===== src/hdl/nsr_pkg.sv =====
// ----------------------------------------------------------------------------
// nsr_pkg
// Shared widths, microcode encoding and control store of the Newton
// square root block.
// ----------------------------------------------------------------------------
package nsr_pkg;

  localparam int unsigned NSR_W      = 64;
  localparam int unsigned NSR_ROOT_W = 49;
  localparam int unsigned NSR_TOL_W  = 33;
  localparam logic [NSR_TOL_W-1:0] NSR_TOL_RESET = 33'd429;

  localparam int unsigned STEP_W = 4;
  typedef logic [STEP_W-1:0] step_t;

  localparam step_t STEP_IDLE    = 4'd0;
  localparam step_t STEP_CHECK   = 4'd1;
  localparam step_t STEP_ROUND   = 4'd2;
  localparam step_t STEP_WAIT    = 4'd3;
  localparam step_t STEP_UPDATE  = 4'd4;
  localparam step_t STEP_DIFF    = 4'd5;
  localparam step_t STEP_TEST    = 4'd6;
  localparam step_t STEP_ADVANCE = 4'd7;
  localparam step_t STEP_CAP     = 4'd8;
  localparam step_t STEP_EMIT    = 4'd9;

  // Datapath operation of a step.
  typedef enum logic [3:0] {
    OP_NOP,
    OP_LOAD,
    OP_CLASSIFY,
    OP_DIV_START,
    OP_UPDATE,
    OP_DIFF,
    OP_ADVANCE,
    OP_CAP,
    OP_EMIT
  } op_e;

  // Jump condition of a step.
  typedef enum logic [2:0] {
    COND_NEVER,
    COND_IN_VALID,
    COND_SPECIAL,
    COND_DIV_DONE,
    COND_CONVERGED,
    COND_MORE_ROUNDS,
    COND_OUT_FREE
  } cond_e;

  // One control word: operation, jump condition, jump target, and whether
  // the step repeats itself while the condition is false.
  typedef struct packed {
    op_e   op;
    cond_e cond;
    step_t target;
    logic  hold;
  } ctrl_t;

  // Flags that the datapath reports to the sequencer.
  typedef struct packed {
    logic in_valid;
    logic special;
    logic div_done;
    logic converged;
    logic more_rounds;
    logic out_free;
  } status_t;

  function automatic ctrl_t nsr_rom(input step_t step);
    ctrl_t w;
    w = '{op: OP_NOP, cond: COND_NEVER, target: STEP_IDLE, hold: 1'b0};
    unique case (step)
      STEP_IDLE:    w = '{op: OP_LOAD,      cond: COND_IN_VALID,
                          target: STEP_CHECK, hold: 1'b1};
      STEP_CHECK:   w = '{op: OP_CLASSIFY,  cond: COND_SPECIAL,
                          target: STEP_EMIT, hold: 1'b0};
      STEP_ROUND:   w = '{op: OP_DIV_START, cond: COND_NEVER,
                          target: STEP_IDLE, hold: 1'b0};
      STEP_WAIT:    w = '{op: OP_NOP,       cond: COND_DIV_DONE,
                          target: STEP_UPDATE, hold: 1'b1};
      STEP_UPDATE:  w = '{op: OP_UPDATE,    cond: COND_NEVER,
                          target: STEP_IDLE, hold: 1'b0};
      STEP_DIFF:    w = '{op: OP_DIFF,      cond: COND_NEVER,
                          target: STEP_IDLE, hold: 1'b0};
      STEP_TEST:    w = '{op: OP_NOP,       cond: COND_CONVERGED,
                          target: STEP_EMIT, hold: 1'b0};
      STEP_ADVANCE: w = '{op: OP_ADVANCE,   cond: COND_MORE_ROUNDS,
                          target: STEP_ROUND, hold: 1'b0};
      STEP_CAP:     w = '{op: OP_CAP,       cond: COND_NEVER,
                          target: STEP_IDLE, hold: 1'b0};
      STEP_EMIT:    w = '{op: OP_EMIT,      cond: COND_OUT_FREE,
                          target: STEP_IDLE, hold: 1'b1};
      default:      w = '{op: OP_NOP,       cond: COND_NEVER,
                          target: STEP_IDLE, hold: 1'b0};
    endcase
    return w;
  endfunction

endpackage


===== src/hdl/nsr_divider.sv =====
// ----------------------------------------------------------------------------
// nsr_divider
// Restoring divider, one quotient bit per cycle, for a 128-bit numerator
// over a 64-bit divisor; saturates when the quotient cannot fit.
// ----------------------------------------------------------------------------
module nsr_divider
  import nsr_pkg::*;
(
  input  logic             clk_i,
  input  logic             rst_ni,
  input  logic             start_i,
  input  logic [NSR_W-1:0] hi_i,
  input  logic [NSR_W-1:0] lo_i,
  input  logic [NSR_W-1:0] den_i,
  output logic             busy_o,
  output logic [NSR_W-1:0] quot_o
);

  localparam int unsigned CntW = $clog2(NSR_W);

  logic            busy_q, busy_d;
  logic [CntW-1:0] cnt_q, cnt_d;
  logic [NSR_W-1:0] rem_q, rem_d;
  logic [NSR_W-1:0] lo_q, lo_d;
  logic [NSR_W-1:0] den_q, den_d;
  logic [NSR_W-1:0] quot_q, quot_d;
  logic [NSR_W:0]   shifted;
  logic             ge;

  assign shifted = {rem_q, lo_q[NSR_W-1]};
  assign ge      = shifted >= {1'b0, den_q};

  always_comb begin
    busy_d = busy_q;
    cnt_d  = cnt_q;
    rem_d  = rem_q;
    lo_d   = lo_q;
    den_d  = den_q;
    quot_d = quot_q;
    if (start_i) begin
      if (den_i == '0 || hi_i >= den_i) begin
        quot_d = '1;
        busy_d = 1'b0;
      end else begin
        rem_d  = hi_i;
        lo_d   = lo_i;
        den_d  = den_i;
        quot_d = '0;
        cnt_d  = CntW'(NSR_W - 1);
        busy_d = 1'b1;
      end
    end else if (busy_q) begin
      rem_d  = ge ? (shifted[NSR_W-1:0] - den_q) : shifted[NSR_W-1:0];
      quot_d = {quot_q[NSR_W-2:0], ge};
      lo_d   = {lo_q[NSR_W-2:0], 1'b0};
      if (cnt_q == '0) begin
        busy_d = 1'b0;
      end else begin
        cnt_d = cnt_q - 1'b1;
      end
    end
  end

  always_ff @(posedge clk_i or negedge rst_ni) begin
    if (!rst_ni) begin
      busy_q <= 1'b0;
      cnt_q  <= '0;
    end else begin
      busy_q <= busy_d;
      cnt_q  <= cnt_d;
    end
  end

  always_ff @(posedge clk_i) begin
    rem_q  <= rem_d;
    lo_q   <= lo_d;
    den_q  <= den_d;
    quot_q <= quot_d;
  end

  assign busy_o = busy_q;
  assign quot_o = quot_q;

endmodule


===== src/hdl/nsr_sequencer.sv =====
// ----------------------------------------------------------------------------
// nsr_sequencer
// Step counter over the control store, with conditional jumps and holds.
// ----------------------------------------------------------------------------
module nsr_sequencer
  import nsr_pkg::*;
(
  input  logic    clk_i,
  input  logic    rst_ni,
  input  status_t status_i,
  output ctrl_t   ctrl_o
);

  step_t pc_q, pc_d;
  ctrl_t ctrl;
  logic  taken;

  assign ctrl = nsr_rom(pc_q);

  always_comb begin
    unique case (ctrl.cond)
      COND_NEVER:       taken = 1'b0;
      COND_IN_VALID:    taken = status_i.in_valid;
      COND_SPECIAL:     taken = status_i.special;
      COND_DIV_DONE:    taken = status_i.div_done;
      COND_CONVERGED:   taken = status_i.converged;
      COND_MORE_ROUNDS: taken = status_i.more_rounds;
      COND_OUT_FREE:    taken = status_i.out_free;
      default:          taken = 1'b0;
    endcase
  end

  always_comb begin
    if (taken) begin
      pc_d = ctrl.target;
    end else if (ctrl.hold) begin
      pc_d = pc_q;
    end else begin
      pc_d = pc_q + 1'b1;
    end
  end

  always_ff @(posedge clk_i or negedge rst_ni) begin
    if (!rst_ni) begin
      pc_q <= STEP_IDLE;
    end else begin
      pc_q <= pc_d;
    end
  end

  assign ctrl_o = ctrl;

endmodule


===== src/hdl/newton_square_root_top.sv =====
// ----------------------------------------------------------------------------
// newton_square_root_top
// Fixed-point Newton-Raphson square root with a microcoded controller.
// ----------------------------------------------------------------------------
// Usage:
// The slave stream takes one signed fixed-point radicand per item in
// s_axis_tdata. The master stream returns one item per input: the unsigned
// root in m_axis_tdata and the invalid and not-converged flags in
// m_axis_tuser. The user must write the tolerance register through
// cfg_we_i and cfg_wdata_i only while the block is idle; the block itself
// does not enforce this. The register resets to 429 (about 1e-7).
// Each Newton round starts a restoring division in the round step, waits
// for it, then runs the update, diff, test and advance steps; an item runs
// at most MAX_ITER rounds. Negative, zero and unit inputs skip the rounds.
// One item is worked on at a time. A finished result waits in the output
// register; the next item is already accepted and computed meanwhile, and
// the controller holds in its emit step until the receiver takes the old
// result. Reset empties the output register and returns the controller to
// its idle step; no result is lost or repeated under any stall pattern.
// ----------------------------------------------------------------------------
module newton_square_root_top
  import nsr_pkg::*;
#(
  parameter int unsigned MAX_ITER  = 64,
  parameter int unsigned FRAC_BITS = 32
) (
  input  logic                 clk_i,
  input  logic                 rst_ni,
  // Configuration: tolerance register.
  input  logic                 cfg_we_i,
  input  logic [NSR_TOL_W-1:0] cfg_wdata_i,
  // Input items. tdata: [63:0] value.
  input  logic                 s_axis_tvalid,
  output logic                 s_axis_tready,
  input  logic [63:0]          s_axis_tdata,
  // Result items. tdata: [48:0] root, [55:49] zero.
  // tuser: [0] invalid, [1] not_converged.
  output logic                 m_axis_tvalid,
  input  logic                 m_axis_tready,
  output logic [55:0]          m_axis_tdata,
  output logic [1:0]           m_axis_tuser
);

  localparam int unsigned IterW = $clog2(MAX_ITER + 1);
  localparam logic [NSR_W-1:0] One = NSR_W'(1) << FRAC_BITS;

  ctrl_t   ctrl;
  status_t status;

  logic [NSR_TOL_W-1:0] tol_q;
  logic [NSR_W-1:0]     num_q, guess_q, next_q, diff_q, res_q;
  logic                 inv_q, nc_q;
  logic [IterW-1:0]     iter_q;

  logic                  out_valid_q;
  logic [NSR_ROOT_W-1:0] out_root_q;
  logic                  out_inv_q, out_nc_q;

  logic             div_start, div_busy;
  logic [NSR_W-1:0] div_quot, div_hi, div_lo;
  logic [NSR_W-1:0] next_val;
  logic             out_free, in_take, emit;

  nsr_sequencer u_seq (
    .clk_i    (clk_i),
    .rst_ni   (rst_ni),
    .status_i (status),
    .ctrl_o   (ctrl)
  );

  // The radicand is scaled by 2^FRAC_BITS into a 128-bit numerator.
  assign div_hi    = num_q >> (NSR_W - FRAC_BITS);
  assign div_lo    = num_q << FRAC_BITS;
  assign div_start = (ctrl.op == OP_DIV_START);

  nsr_divider u_div (
    .clk_i   (clk_i),
    .rst_ni  (rst_ni),
    .start_i (div_start),
    .hi_i    (div_hi),
    .lo_i    (div_lo),
    .den_i   (guess_q),
    .busy_o  (div_busy),
    .quot_o  (div_quot)
  );

  // Average of guess and quotient, rounded down without a 65-bit sum.
  assign next_val = (guess_q >> 1) + (div_quot >> 1)
                  + NSR_W'(guess_q[0] & div_quot[0]);

  assign out_free      = !out_valid_q || m_axis_tready;
  assign s_axis_tready = (ctrl.op == OP_LOAD);
  assign in_take       = s_axis_tready && s_axis_tvalid;
  assign emit          = (ctrl.op == OP_EMIT) && out_free;

  assign status.in_valid    = s_axis_tvalid;
  assign status.special     = num_q[NSR_W-1] || (num_q == '0) || (num_q == One);
  assign status.div_done    = !div_busy;
  assign status.converged   = diff_q < NSR_W'(tol_q);
  assign status.more_rounds = iter_q != IterW'(MAX_ITER);
  assign status.out_free    = out_free;

  always_ff @(posedge clk_i or negedge rst_ni) begin
    if (!rst_ni) begin
      tol_q <= NSR_TOL_RESET;
    end else if (cfg_we_i) begin
      tol_q <= cfg_wdata_i;
    end
  end

  // Working registers of the datapath, loaded when an item is taken and written by the step operations.
  always_ff @(posedge clk_i) begin
    if (in_take) begin
      num_q   <= s_axis_tdata;
      guess_q <= s_axis_tdata;
      iter_q  <= '0;
    end
    unique case (ctrl.op)
      OP_CLASSIFY: begin
        res_q <= num_q[NSR_W-1] ? '0 : num_q;
        inv_q <= num_q[NSR_W-1];
        nc_q  <= 1'b0;
      end
      OP_DIV_START: begin
        iter_q <= iter_q + 1'b1;
      end
      OP_UPDATE: begin
        next_q <= next_val;
        res_q  <= next_val;
      end
      OP_DIFF: begin
        diff_q <= (guess_q >= next_q) ? (guess_q - next_q) : (next_q - guess_q);
      end
      OP_ADVANCE: begin
        guess_q <= next_q;
      end
      OP_CAP: begin
        nc_q <= 1'b1;
      end
      default: begin
      end
    endcase
  end

  // Output register: loaded in the emit step once the previous result left.
  always_ff @(posedge clk_i or negedge rst_ni) begin
    if (!rst_ni) begin
      out_valid_q <= 1'b0;
    end else if (emit) begin
      out_valid_q <= 1'b1;
    end else if (m_axis_tready) begin
      out_valid_q <= 1'b0;
    end
  end

  always_ff @(posedge clk_i) begin
    if (emit) begin
      out_root_q <= (|res_q[NSR_W-1:NSR_ROOT_W]) ? '1 : res_q[NSR_ROOT_W-1:0];
      out_inv_q  <= inv_q;
      out_nc_q   <= nc_q;
    end
  end

  assign m_axis_tvalid = out_valid_q;
  assign m_axis_tdata  = {7'd0, out_root_q};
  assign m_axis_tuser  = {out_nc_q, out_inv_q};

endmodule


===== config.mk =====
export PLATFORM = sky130hd
export DESIGN_NAME = newton_square_root_top
export DESIGN_NICKNAME = d
export VERILOG_FILES = /design/src/hdl/nsr_pkg.sv /design/src/hdl/nsr_divider.sv /design/src/hdl/nsr_sequencer.sv /design/src/hdl/newton_square_root_top.sv
export SDC_FILE = /design/constraint.sdc
export NUM_CORES = 2
export LEC_CHECK = 0
export BUFFER_PORTS_ARGS = -buffer_cell sky130_fd_sc_hd__buf_2
export CAP_MARGIN = 20
export CORE_MARGIN = 2
export CORE_UTILIZATION = 55
export DETAILED_ROUTE_END_ITERATION = 7
export PLACE_DENSITY_LB_ADDON = 0.2
export REMOVE_ABC_BUFFERS = 1
export SKIP_LAST_GASP = 1
export SYNTH_ARGS = -nofsm -noshare
export SYNTH_HDL_FRONTEND = slang
export SYNTH_SLANG_ARGS = --single-unit

===== constraint.sdc =====
create_clock -name clk_i -period 7.4 [get_ports clk_i]
set_clock_uncertainty 0.2 [all_clocks]
set_input_delay 1.11 -clock clk_i [delete_from_list [all_inputs] [get_ports clk_i]]
set_output_delay 1.11 -clock clk_i [all_outputs]
set_load 0.02 [all_outputs]

Word-level counts from Yosys, hierarchy flattened

Memories as Yosys holds them, arrays and structs flattened.
Cells that the tools add are included.

Register bits after elaboration: 681
Memory bits (read-only): 192
Input port bits: 102
Output and inout port bits: 60
Memories: 1

Memories:

| name             | depth | bits a word | rd ports | clocked after memory_dff | write ports | RTL line      | RTL |
|---|---|---|---|---|---|---|---|
| (name not given) | 16    | 12          | 1        | 0                        | 0           | nsr_pkg.sv:73 | `unique case (step)` |

Add/subtract/negate cells: 8
Magnitude comparators: 4
Equal/unequal tests: 19
Multiplexer cells: 31
Bitwise gates (word level): 2
Reduce and logical (&&, ||, !) cells: 21

Operators with widths:

| kind                   | number |
|---|---|
| $mux W64               | 13 |
| $sub A64 B64 Y64       | 3 |
| $logic_not A64 Y1      | 2 |
| $pmux W64 S2           | 1 |
| $ge A65 B64 Y1         | 1 |
| $add A63 B63 Y64       | 1 |
| $add A64 B1 Y64        | 1 |
| $eq A64 B33 Y1 const B | 1 |
| $ge A32 B64 Y1         | 1 |
| $ge A64 B64 Y1         | 1 |
| $lt A64 B33 Y1         | 1 |
| $mux W63               | 1 |
| $mux W6                | 4 |
| $eq A4 B3 Y1 const B   | 4 |
| $reduce_or A15 Y1      | 1 |
| $mux W7                | 2 |
| $reduce_bool A2 Y1     | 6 |
| $eq A3 B3 Y1 const B   | 3 |
| $eq A4 B2 Y1 const B   | 2 |
| $mux W4                | 2 |
| $add A7 B1 Y7 const B  | 1 |
| $ne A7 B7 Y1 const B   | 1 |
| $eq A3 B2 Y1 const B   | 2 |
| $logic_not A6 Y1       | 1 |
| other kinds (17)       | 29 |

Depth between registers and ports, before layout

Word-level depth: 5
Depth in mapped cells: 16
Mapped depth without buffers: 14

Hierarchy

Synthesis repeated with hierarchy kept, for this count alone.

Cells, all modules: 4482
Area total of the unflattened synthesis: 44448.9 um^2

Modules (own cells, without submodules):

| module                 | instances | cells an instance | area each (um^2) |
|---|---|---|---|
| newton_square_root_top | 1         | 2802              | 27470.1 |
| nsr_divider            | 1         | 1617              | 16462.0 |
| nsr_sequencer          | 1         | 63                | 516.7 |

Worst setup path after synthesis

No wires, ideal clock.

Path kind: reg-to-reg
Start: register u_seq.pc_q[0]
End: register u_div.lo_q[32] (enable)
Arrival: 6.549 ns
Path slack: 0.090 ns
Cell stages (with the launch flop): 9
Cell sequence: dfrtp_1 -> inv_1 -> ha_1 -> nor2_1 -> nor2_1 -> a21oi_1 -> nor3_1 -> or2_2 -> nor2b_1

Word-level cells in the longest chain between the ends: 4

RTL lines:

| what                                                                | RTL line                     | RTL |
|---|---|---|
| start: declaration                                                  | nsr_sequencer.sv:14          | `step_t pc_q, pc_d;` |
| start signal: assignment                                            | nsr_sequencer.sv:47          | `pc_q <= pc_d;` |
| $mem_v2 Z16 W12 *                                                   | --                           |  |
| $eq A4 B2 Y1 *                                                      | newton_square_root_top.sv:74 | `assign div_start = (ctrl.op == OP_DIV_START);` |
| $ne A2 B2 Y1 (no line) / $reduce_bool A2 Y1 (equally long branches) | --                           |  |
| $reduce_and A2 Y1 (no line) *                                       | --                           |  |
| end signal: assignment                                              | nsr_divider.sv:76            | `lo_q <= lo_d;` |
| end: declaration                                                    | nsr_divider.sv:24            | `logic [NSR_W-1:0] lo_q, lo_d;` |

Mark *: on every way between the ends. The rest lies on a longest branch, timed or not.
A chain may end at the register's enable or synchronous reset.

Final worst setup path

Start: register u_div.den_q[1]
End: register u_div.rem_q[0], data pin

Word-level cells in the longest chain between the ends: 4

RTL lines:

| what                     | RTL line          | RTL |
|---|---|---|
| start: declaration       | nsr_divider.sv:25 | `logic [NSR_W-1:0] den_q, den_d;` |
| start signal: assignment | nsr_divider.sv:77 | `den_q <= den_d;` |
| $ge A65 B64 Y1           | nsr_divider.sv:31 | `assign ge = shifted >= {1'b0, den_q};` |
| $mux W64                 | nsr_divider.sv:53 | `rem_d = ge ? (shifted[NSR_W-1:0] - den_q) : shifted[NSR_W-1:0];` |
| $mux W64                 | nsr_divider.sv:52 | `end else if (busy_q) begin` |
| $mux W64                 | nsr_divider.sv:40 | `if (start_i) begin` |
| via u_div.rem_d[0]       | nsr_divider.sv:23 | `logic [NSR_W-1:0] rem_q, rem_d;` |
| end signal: assignment   | nsr_divider.sv:75 | `rem_q <= rem_d;` |
| end: declaration         | nsr_divider.sv:23 |  |

The timed path passes the listed nets, and every way through them passes these cells. The select of a mux whose other input is x is not followed.

==> results by group <==
Run status
  • Status: finished clean

Drt
  • Final ANT Viol Nets: 0
  • Via density: 6.277
  • Post-Route WL: about 130000 um
  • WL/cell: 25.15 um
  • Initial drt markers: about 4200
  • Vias post-DR: 33057
  • # DRC: 0
  • DR pass1 iterations: 6

Setup path
  • Worst Path Buf+Inv: 2
  • WS Path Type: flop to flop
  • Critical Path Start Type: flop
  • Max incr delay on CP: 640 ps
  • Crit path max-delay cell type: buf_4
  • WP data arrival: between 5000 and 6000 ps
  • Worst-path maximum fanout: 76
  • Crit path cell chain: inv_1 > ha_1 > nor2b_1 > o31a_1 > o32ai_4 > o31ai_4 > a211oi_2 > o21ai_2 > a31o_2 > a31oi_4 > buf_4 > nor2_1 > a211oi_1 > a21oi_1
  • Crit path required time: 7510 ps
  • Crit end category: flop
  • Critical path's top delay family: compound AO/OA/AOI/OAI gates

Layout
  • Final instance area: 0.04525 mm2
  • Area delta synth->final: 9.166%
  • Final nets: 4672
  • Layout cells sized above 1: 0.1076

Power
  • Sw power: 11.58 mW
  • Power share of the combinational group: 0.551
  • VDD IR max: 0.3139 mV
  • PD cells: 550.7 mW/mm2
  • Total Power: 24.92 mW
  • Int Pwr: 13.34 mW
  • Switching share of power: 0.4648
  • Clock power share: 0.144
  • Power share of the sequential group: 0.305
  • Static leakage: around 19 nW

Global route
  • Initial antenna violation count: 5
  • Largest net degree at the start of global routing: 103
  • Vias in the first global route: 30478
  • GRT Resource Usage Total: 0.3348
  • Grt total ovfl: 0
  • Global-route wire length before repair: between 150000 and 200000 um

Synthesis
  • Synth top area share: 0.4375
  • Syn avg cell area: 9.915 um2
  • Flops & latches, synth: 649
  • Post-synth ARST share: 0.06934
  • Post-synth cell types: 86
  • Synth Flop Type: edfxtp_1
  • Leading area contributor after synthesis: edfxtp_1
  • Gate Count Post-Synth: 4181
  • Number of flops mapped to enable cells by yosys: 604
  • Ys Warns: 0
  • Post-Syn Area: slightly above 0.04 mm2
  • Post-synthesis sequential area ratio: 0.4649
  • Synth area leaders: edfxtp_1 (44%), ha_1 (9.9%), a21oi_1 (5.1%), nand2_1 (4.0%), a21o_1 (3.4%)

Placed design
  • Port bufs: approximately 150
  • Pre-CTS WS: 2532 ps
  • Final GP Congestion: 0.9932
  • Post-DP HPWL: just over 100000 um
  • Placed Area: 0.04290 mm2

STA
  • Slew @ Worst Pin: 1077 ps
  • Max Fclk: 202.8 MHz
  • Max-slew headroom: 0.2803
  • Finish-stage setup viols: 0
  • Final slew viol count: 0
  • Min Tclk post-route: approximately 4900 ps
  • Hold violation count in the final report: 0
  • Fin crit share: 0.6662
  • Worst Slack Setup Final: 2470 ps
  • RSZ-0062 raised after global routing: no

Clock network
  • Post-CTS Setup Inserts: 0
  • Cts hold-fix bufs: 0
  • Worst-skew pair later-pin latency: between 600 and 700 ps
  • Bufs on Longest Clock Path: 3
  • Root Driver: clkbuf_16
  • PostCTS Resize Cnt: 0
  • Clock sink total: 649
  • CTS tree: done
  • CTS clk-pin slew, worst paths: roughly 60 ps
  • Total CTS buffers: 72
  • CTS HTree Levels: 3

Die
  • Die Y: 278.5 um
  • Initial Util: 0.5559
  • Core footprint: 0.07457 mm2
  • Die width: 278.5 um
  • Die area: 0.07758 mm2
  • FP Rows: 100
  • I/O Pins: 162

Min path
  • Worst Hold Class: flop to flop

Run
  • Max-cap viol count: 0
-- kinds of logic after synthesis --
kind of cell             count (synthesis)  share of synthesized area
buffers and inverters                  508                    0.04871
XOR/XNOR                               188                    0.03972
flip-flops                             649                     0.4649
other                                    1                 0.00009046
AO/OA/AOI/OAI                         1177                     0.1768
adder cells (fa/ha/maj)                332                     0.1011
multiplexers                           108                    0.02816
AND/OR/NAND/NOR                       1218                     0.1406
-- sequential cells by signal, indices dropped and copies added (netlist names) --
| register | count |
|---|---|
| u_div.quot_o | 64 |
| u_div.lo_q | 32 |
| guess_q | 64 |
| diff_q | 64 |
| u_seq.pc_q | 4 |
| num_q | 64 |
| inv_q | 1 |
| m_axis_tvalid | 1 |
| nc_q | 1 |
| u_div.den_q | 64 |
| tol_q | 33 |
| out_root_q | 49 |
| u_div.cnt_q | 6 |
| out_inv_q | 1 |
| out_nc_q | 1 |
| res_q | 64 |
| u_div.busy_o | 1 |
| u_div.rem_q | 64 |
| iter_q | 7 |
| next_q | 64 |
-- final cells by class --
| type | count | area (um2) |
|---|---|---|
| inverter | 301 | 1132 |
| sequential | 649 | 19270 |
| timing repair buffer | 184 | 1021 |
| clock buffer | 85 | 1854 |
| multi-input combinational | 3030 | 20260 |
| clock inverter | 46 | 495.5 |
| fill | 6359 | 29320 |
| antenna | 2 | 5.005 |
| tap | 969 | 1212 |
-- routing by layer --
| metal | GRT usage | vias to the layer above | wire length (um) |
|---|---|---|---|
| met1 | 0.5153 | 15977 | 60220 |
| met2 | 0.4734 | 1579 | 54340 |
| met3 | 0.06271 | 208 | 13180 |
| met4 | 0.1078 | 4 | 4650 |
| met5 | 0 | - | 24 |
| li1 | - | 15289 | - |
-- per-stage QoR --
step | instances | utilization | hold slack [ps] | setup TNS (ps)
after floorplan | 3980 | - | 200.3 | -407740
after global placement | 5133 | 0.5753 | 206.4 | 0
after detailed placement | 5133 | 0.5753 | 210.1 | 0
after CTS | 5264 | 0.6068 | 228.3 | 0
after global routing | 5264 | 0.6068 | 243.9 | 0
final | 5266 | 0.6069 | 224.3 | 0
-- synth_stat cells, drive strengths merged, types with 11 or more instances --
library cell and n:
a21oi 428, ha 327, o31ai 21, a211oi 31, nand4 81, o21bai 65, or2 61, and2 13
clkbuf 144, a21o 188, nand2b 28, nor3b 14, nand3b 56, nor2 273, nor2b 28, o21a 38
inv 300, nand2 441, nor3 52, nor4 57, a31oi 30, dfrtp 39, o21ai 243, buf 63
and3 17, nand3 61, xor2 70, xnor2 118, edfxtp 604, mux2 69, o211ai 25, mux2i 39
or3 16, a221oi 11
-- power groups by stage --
stage               Clock [mW]  Sequential, mW  Combinational, mW
finish                    3.58            7.60               13.7
global route              3.76            7.68               15.0
CTS                       3.63            7.53               13.4
detailed placement           0            7.59               13.4
global placement             0            7.56               13.3
floorplan                    0            7.13               9.84
-- cells in the final DEF (no fill, tap or decap), types with 50 or more instances in the layout --
cell type	Yosys	routed
clkbuf_16	0	72
nor2_1	273	271
xor2_1	70	70
nand3_1	61	61
nand3b_1	56	56
o21bai_1	65	65
nand2_1	441	440
nand4_1	81	81
buf_2	41	154
ha_1	327	327
edfxtp_1	604	604
a21oi_1	426	425
o21ai_0	234	233
or2_2	61	61
mux2_2	69	69
a21o_1	188	188
xnor2_1	118	118
nor4_1	57	57
nor3_1	52	50
inv_1	300	298
-- final timing paths --
path                                                from                        end  slack [ps]  cells past startpoint
min in group asynchronous                         rst_ni  m_axis_tvalid$_DFFE_PN0P_         380                      2
worst max-delay path            u_div.den_q[1]$_DFFE_PP_   u_div.rem_q[0]$_DFFE_PP_        2470                     14
worst min-delay path                     inv_q$_DFFE_PP_        out_inv_q$_DFFE_PP_         220                      0
worst max register to register  u_div.den_q[1]$_DFFE_PP_   u_div.rem_q[0]$_DFFE_PP_        2470                     14
worst min register to register           inv_q$_DFFE_PP_        out_inv_q$_DFFE_PP_         220                      0
max in group asynchronous                         rst_ni      tol_q[10]$_DFFE_PN0P_        6110                      2
No activity file was read; power rests on OpenSTA's default activity.
